<file path="src/rtl/qfrm_pkg.sv">
package qfrm_pkg;

	localparam int DATA_WIDTH = 16;
	localparam int FRAC_BITS  = 14;
	// argument: up to 1 + 3 * 32768 magnitude, signed
	localparam int ARG_W  = DATA_WIDTH + 3;
	// root radicand: arg << (FRAC_BITS - 2)
	localparam int RAD_W  = ARG_W + FRAC_BITS - 2;
	localparam int ROOT_W = (RAD_W + 1) / 2;
	// element sum or difference
	localparam int SUM_W  = DATA_WIDTH + 1;
	// divider numerator and quotient
	localparam int NUM_W  = SUM_W + FRAC_BITS;
	localparam int DEN_W  = ROOT_W + 2;
	localparam int QUO_W  = NUM_W + 1;

	localparam logic [1:0] CASE_TRACE = 2'd0;
	localparam logic [1:0] CASE_D1    = 2'd1;
	localparam logic [1:0] CASE_D2    = 2'd2;
	localparam logic [1:0] CASE_D3    = 2'd3;

	typedef logic signed [DATA_WIDTH-1:0] elem_t;

	typedef struct packed {
		elem_t e11; elem_t e12; elem_t e13;
		elem_t e21; elem_t e22; elem_t e23;
		elem_t e31; elem_t e32; elem_t e33;
	} mat_t;

	typedef struct packed {
		elem_t      qx;
		elem_t      qy;
		elem_t      qz;
		elem_t      qw;
		logic [1:0] case_taken;
		logic       degenerate;
	} quat_t;

	// per-item side info riding along the pipeline
	typedef struct packed {
		logic [1:0] cs;
		logic       degen;
	} tag_t;

	// saturate an unsigned magnitude with sign to the word range
	function automatic elem_t sat_mag(input logic [QUO_W-1:0] mag, input logic neg);
		logic [QUO_W:0] lim;
		logic [QUO_W:0] m;
		begin
			lim = (QUO_W+1)'(1) << (DATA_WIDTH - 1);
			m = {1'b0, mag};
			if (neg) begin
				if (m >= lim) sat_mag = elem_t'(lim);
				else sat_mag = elem_t'(-m);
			end else begin
				if (m >= lim) sat_mag = elem_t'(lim - 1);
				else sat_mag = elem_t'(m);
			end
		end
	endfunction

endpackage

</file>
<file path="src/rtl/qfrm_sqrt.sv">
// Pipelined restoring square root, one result bit per stage.
module qfrm_sqrt (
	input  logic                          clk,
	input  logic                          arst_n,
	input  logic                          in_vld,
	input  logic [qfrm_pkg::RAD_W-1:0]    rad,
	input  logic [qfrm_pkg::SUM_W*3-1:0]  side_in,
	input  qfrm_pkg::tag_t                tag_in,
	output logic                          out_vld,
	output logic [qfrm_pkg::ROOT_W-1:0]   root,
	output logic [qfrm_pkg::SUM_W*3-1:0]  side_out,
	output qfrm_pkg::tag_t                tag_out
);
	import qfrm_pkg::*;

	localparam int N = ROOT_W;
	localparam int RW = 2 * N;
	localparam int RMW = N + 2;

	logic              vld_s [N+1];
	logic [RW-1:0]     rad_s [N+1];
	logic [RMW-1:0]    rem_s [N+1];
	logic [N-1:0]      root_s[N+1];
	logic [SUM_W*3-1:0] side_s[N+1];
	tag_t              tag_s [N+1];

	assign vld_s[0]  = in_vld;
	assign rad_s[0]  = RW'(rad);
	assign rem_s[0]  = '0;
	assign root_s[0] = '0;
	assign side_s[0] = side_in;
	assign tag_s[0]  = tag_in;

	for (genvar i = 0; i < N; i++) begin : g_stage
		logic [RMW-1:0] trial;
		logic [RMW-1:0] cur;
		// bring down two radicand bits, try root*4+1
		assign cur   = {rem_s[i][RMW-3:0], rad_s[i][RW-1 -: 2]};
		assign trial = {root_s[i], 2'b01};
		always_ff @(posedge clk or negedge arst_n) begin
			if (!arst_n) vld_s[i+1] <= 1'b0;
			else vld_s[i+1] <= vld_s[i];
		end
		always_ff @(posedge clk) begin
			rad_s[i+1]  <= rad_s[i] << 2;
			side_s[i+1] <= side_s[i];
			tag_s[i+1]  <= tag_s[i];
			if (cur >= trial) begin
				rem_s[i+1]  <= cur - trial;
				root_s[i+1] <= {root_s[i][N-2:0], 1'b1};
			end else begin
				rem_s[i+1]  <= cur;
				root_s[i+1] <= {root_s[i][N-2:0], 1'b0};
			end
		end
	end

	assign out_vld  = vld_s[N];
	assign root     = root_s[N];
	assign side_out = side_s[N];
	assign tag_out  = tag_s[N];
endmodule

</file>
<file path="config.mk">
export PLATFORM = sky130hd
export DESIGN_NAME = qfrm_sqrt
export DESIGN_NICKNAME = d
export VERILOG_FILES = /design/src/rtl/qfrm_pkg.sv /design/src/rtl/qfrm_sqrt.sv
export SDC_FILE = /design/constraint.sdc
export NUM_CORES = 1
export LEC_CHECK = 0
export ABC_AREA = 0
export BUFFER_PORTS_ARGS = -buffer_cell sky130_fd_sc_hd__buf_2
export CAP_MARGIN = 20
export CORE_ASPECT_RATIO = 1.2
export CORE_MARGIN = 2
export CORE_UTILIZATION = 55
export CTS_CLUSTER_DIAMETER = 200
export DETAILED_ROUTE_END_ITERATION = 7
export GPL_ROUTABILITY_DRIVEN = 0
export PLACE_DENSITY = 0.83
export SLEW_MARGIN = 20
export SYNTH_ARGS = -nofsm -noshare
export SYNTH_HDL_FRONTEND = slang
export SYNTH_SLANG_ARGS = --single-unit
</file>
<file path="constraint.sdc">
create_clock -name clk -period 3.95 [get_ports clk]
set_input_delay 0.5925 -clock clk [delete_from_list [all_inputs] [get_ports clk]]
set_output_delay 0.5925 -clock clk [all_outputs]
set_load 0.01 [all_outputs]
</file>
==> flow_metrics.py <==
metrics = {
    "die": {
        "core-area_um2": 70690,
        "start_util_pct": 55.23,
        "fp.dieH_um": 295.8,
        "rows": 107,
        "dieArea_um2": 73130,
        "fp.dieW_um": 247.2,
        "pin_count": 159,
    },
    "drt": {
        "wirelength_um": 60790,
        "antenna_left": 0,
        "drcViolationCount": 0,
        "via_per_inst": 4.711,
        "post_drt_wl_per_cell_um": 14.40,
        "first_iter_violations": 908,
        "vias": 19890,
        "drt_pass1_iterations": 5,
    },
    "critical_path": {
        "crit_path_end_kind": "register",
        "critPathMaxFanout": 22,
        "worstSetupStartpointType": "register",
        "worstSetupPathType": "register to register",
        "r2r_start": "g_stage[9].trial[10]",
        "cp.arrival_ps": 3480,
        "required_ps": 4510,
        "startpoint": "g_stage[9].trial[10]",
        "ff2ff_setup_slack_ps": 1030,
    },
    "power_and_ir_drop": {
        "clkPwrFrac_pct": 37.1,
        "p_seq_share_pct": 51.7,
        "p_total_mw": 33.26,
        "irDropWorstVdd_mv": 0.6604,
        "p_per_area_nw_per_um2": 729.5,
        "swShare_pct": 24.15,
        "intPower_mw": 25.23,
        "switching_power_mw": 8.032,
        "p_leak_nw": 20.52,
        "power.share.combinational_pct": 11.1,
    },
    "timing": {
        "fmax_mhz": 341.9,
        "finalSetupViolCount": 0,
        "fin_crit_sh_pct": 74.05,
        "rsz0062_at_grt": "no",
        "slew_headroom_pct": 31.83,
        "layout_min_cycle_time_ps": 2925,
        "whs_ps": 46.01,
        "fin_skew_ps": 30.66,
        "slew_viol_final": 0,
        "tightestPinTransition_ps": 1023,
        "layout_setup_ws_ps": 1025,
        "setup_tns_ps": 0,
        "hold_violations": 0,
    },
    "yosys": {
        "avgSynthCellArea_um2": 13.44,
        "synth_flop_cell": "dfxtp_1",
        "syn-num-nets": 3142,
        "synth_enable_flop_cells": 0,
        "ys_async_sr_fraction_pct": 1.089,
        "postSynthCellCount": 2905,
        "synth-seq-cells": 1469,
        "syn_area_um2": 39040,
        "synth.distinct_cells": 83,
        "synth_seq_area_share_pct": 75.54,
        "ys_warn_count": 0,
    },
    "clock_tree": {
        "cts.clk_slew.worst_paths_ps": 60,
        "insertion_delay_ps": 690,
        "cts_max_level": 3,
        "numCtsBuffers": 121,
        "clk_path_buf_depth": 3,
        "tritoncts": "built",
        "cts.sink_count": 1469,
        "cts_root_buffer": "clkbuf_16",
    },
    "global_route": {
        "grt_pass1_wl_um": 97170,
        "overflow": 0,
        "grt_max_degree": 28,
        "grt_usage_pct": 16.63,
        "antenna_found_initial": 0,
        "grt_pass1_vias": 20510,
    },
    "finish": {
        "layout_common_cells": "1453 x dfxtp_1, 173 x inv_1, 158 x buf_2",
        "area_growth_pct": 16.80,
        "fin_util_pct": 64.50,
        "final_layout_size_suffix_gt1_share_pct": 12.69,
        "stdcell_area_um2": 45600,
        "final_nets": 3427,
        "antenna_cells": 0,
        "final_common_cell": "dfxtp_1",
        "final_cells": 4221,
    },
    "min_path": {
        "hold_class": "primary input to register",
        "hp-start": "side_in[14]",
    },
    "placed_design": {
        "io_buffers": 158,
        "dpl-instance-area_um2": 40470,
        "hpwl_um": 35430,
        "post-place-cells": 3907,
        "pre_cts_ws_ps": 1076,
    },
    "status": {
        "outcome": "finished, final reports clean",
    },
    "job": {
        "cap_violations": 0,
    },
}
-- sequential cells by signal (all words and copies together), names as in the netlist --
| signal | cells |
|---|---|
| vld_s | 15 |
| g_stage.cur | 243 |
| root | 16 |
| out_vld | 1 |
| tag_out | 3 |
| side_s | 765 |
| g_stage.trial | 120 |
| rad_s | 210 |
| side_out | 51 |
| tag_s | 45 |
-- worst max-delay path, stage by stage, from the launching register on --
cell and delay [ps]:
dfxtp_1 320, inv_1 40, ha_1 320, nor2b_1 400, nand3_1 120, a211oi_1 230, a311o_1 710, a21boi_0 400
nand2_1 120, xnor2_1 130
-- power by group through the flow --
stage | combinational [mW] | sequential, mW | clock, mW
3_5_place_dp | 3.59 | 17.5 | 0
3_3_place_gp | 3.46 | 17.4 | 0
2_1_floorplan | 2.94 | 17.3 | 0
6_report | 3.71 | 17.2 | 12.3
5_1_grt | 4.17 | 17.4 | 13.2
4_1_cts | 3.69 | 17.2 | 12.6
-- synth_stat cells (all sizes together) (10+ instances only) --
master	n	area (um^2)
dfxtp	1453	29090
inv	175	656.9
ha	149	1864
a21oi	118	594.3
nor2	113	426.7
nand2	107	401.6
o21ai	105	525.5
xnor2	80	708.2
xor2	76	665.6
buf	69	491.7
nor3	44	230.2
a21o	37	277.8
o21a	35	262.8
nand3	29	145.1
mux2	24	277.8
nor4	24	162.7
nand2b	20	125.1
nor2b	20	125.1
clkbuf	18	67.56
nand4	18	112.6
o31ai	17	132.6
dfrtp	16	400.4
or3	12	75.07
a21boi	10	78.83
-- kinds of logic (layout without fill, tap and decap cells) --
group                      count (synthesis)  after routing  share of synthesized area [%]
other                                      1              1                       0.009606
DFF                                     1469           1469                          75.54
xor gates and xnor gates                 156            156                          3.519
buffers and inverters                    262            652                          3.115
and+or+nand+nor                          444            444                          5.837
AOI/OAI and AO/OA                        396            396                          6.391
adders and majority gates                149            149                          4.776
muxes                                     28             28                         0.8141
-- area by class of cell --
| type | instances | area [um^2] |
|---|---|---|
| sequential | 1469 | 29490 |
| clock inverter | 56 | 782.0 |
| tap | 926 | 1159 |
| fill | 4881 | 25090 |
| clock buffer | 172 | 3481 |
| timing repair buffer | 249 | 1689 |
| inverter | 175 | 656.9 |
| multi-input combinational | 1174 | 8339 |
-- timing repair --
item	4_1_cts	5_1_grt
hold buffers	86	0
hold endpoints to repair	101	0
buffers inserted	0	0
gates resized for setup	0	0
-- per-layer routing --
metal	part of all wire [%]	wire [um]	global-route usage, %
met5	0	0	0
met4	3.4	2093	7.580
met3	3.9	2394	3.330
met2	55	33650	33.09
met1	37	22660	16.19
-- worst paths after layout --
| check | end | depth (start not counted) |
|---|---|---|
| setup reg to reg | g_stage[10].cur[17] | 9 |
| hold reg to reg | side_out[36] | 0 |
| hold / removal | side_s[779] | 1 |
| max in group asynchronous | vld_s[4] | 2 |
| min in group asynchronous | out_vld | 2 |
| setup / recovery | g_stage[10].cur[17] | 9 |
Power figures use the tool's default switching activity.
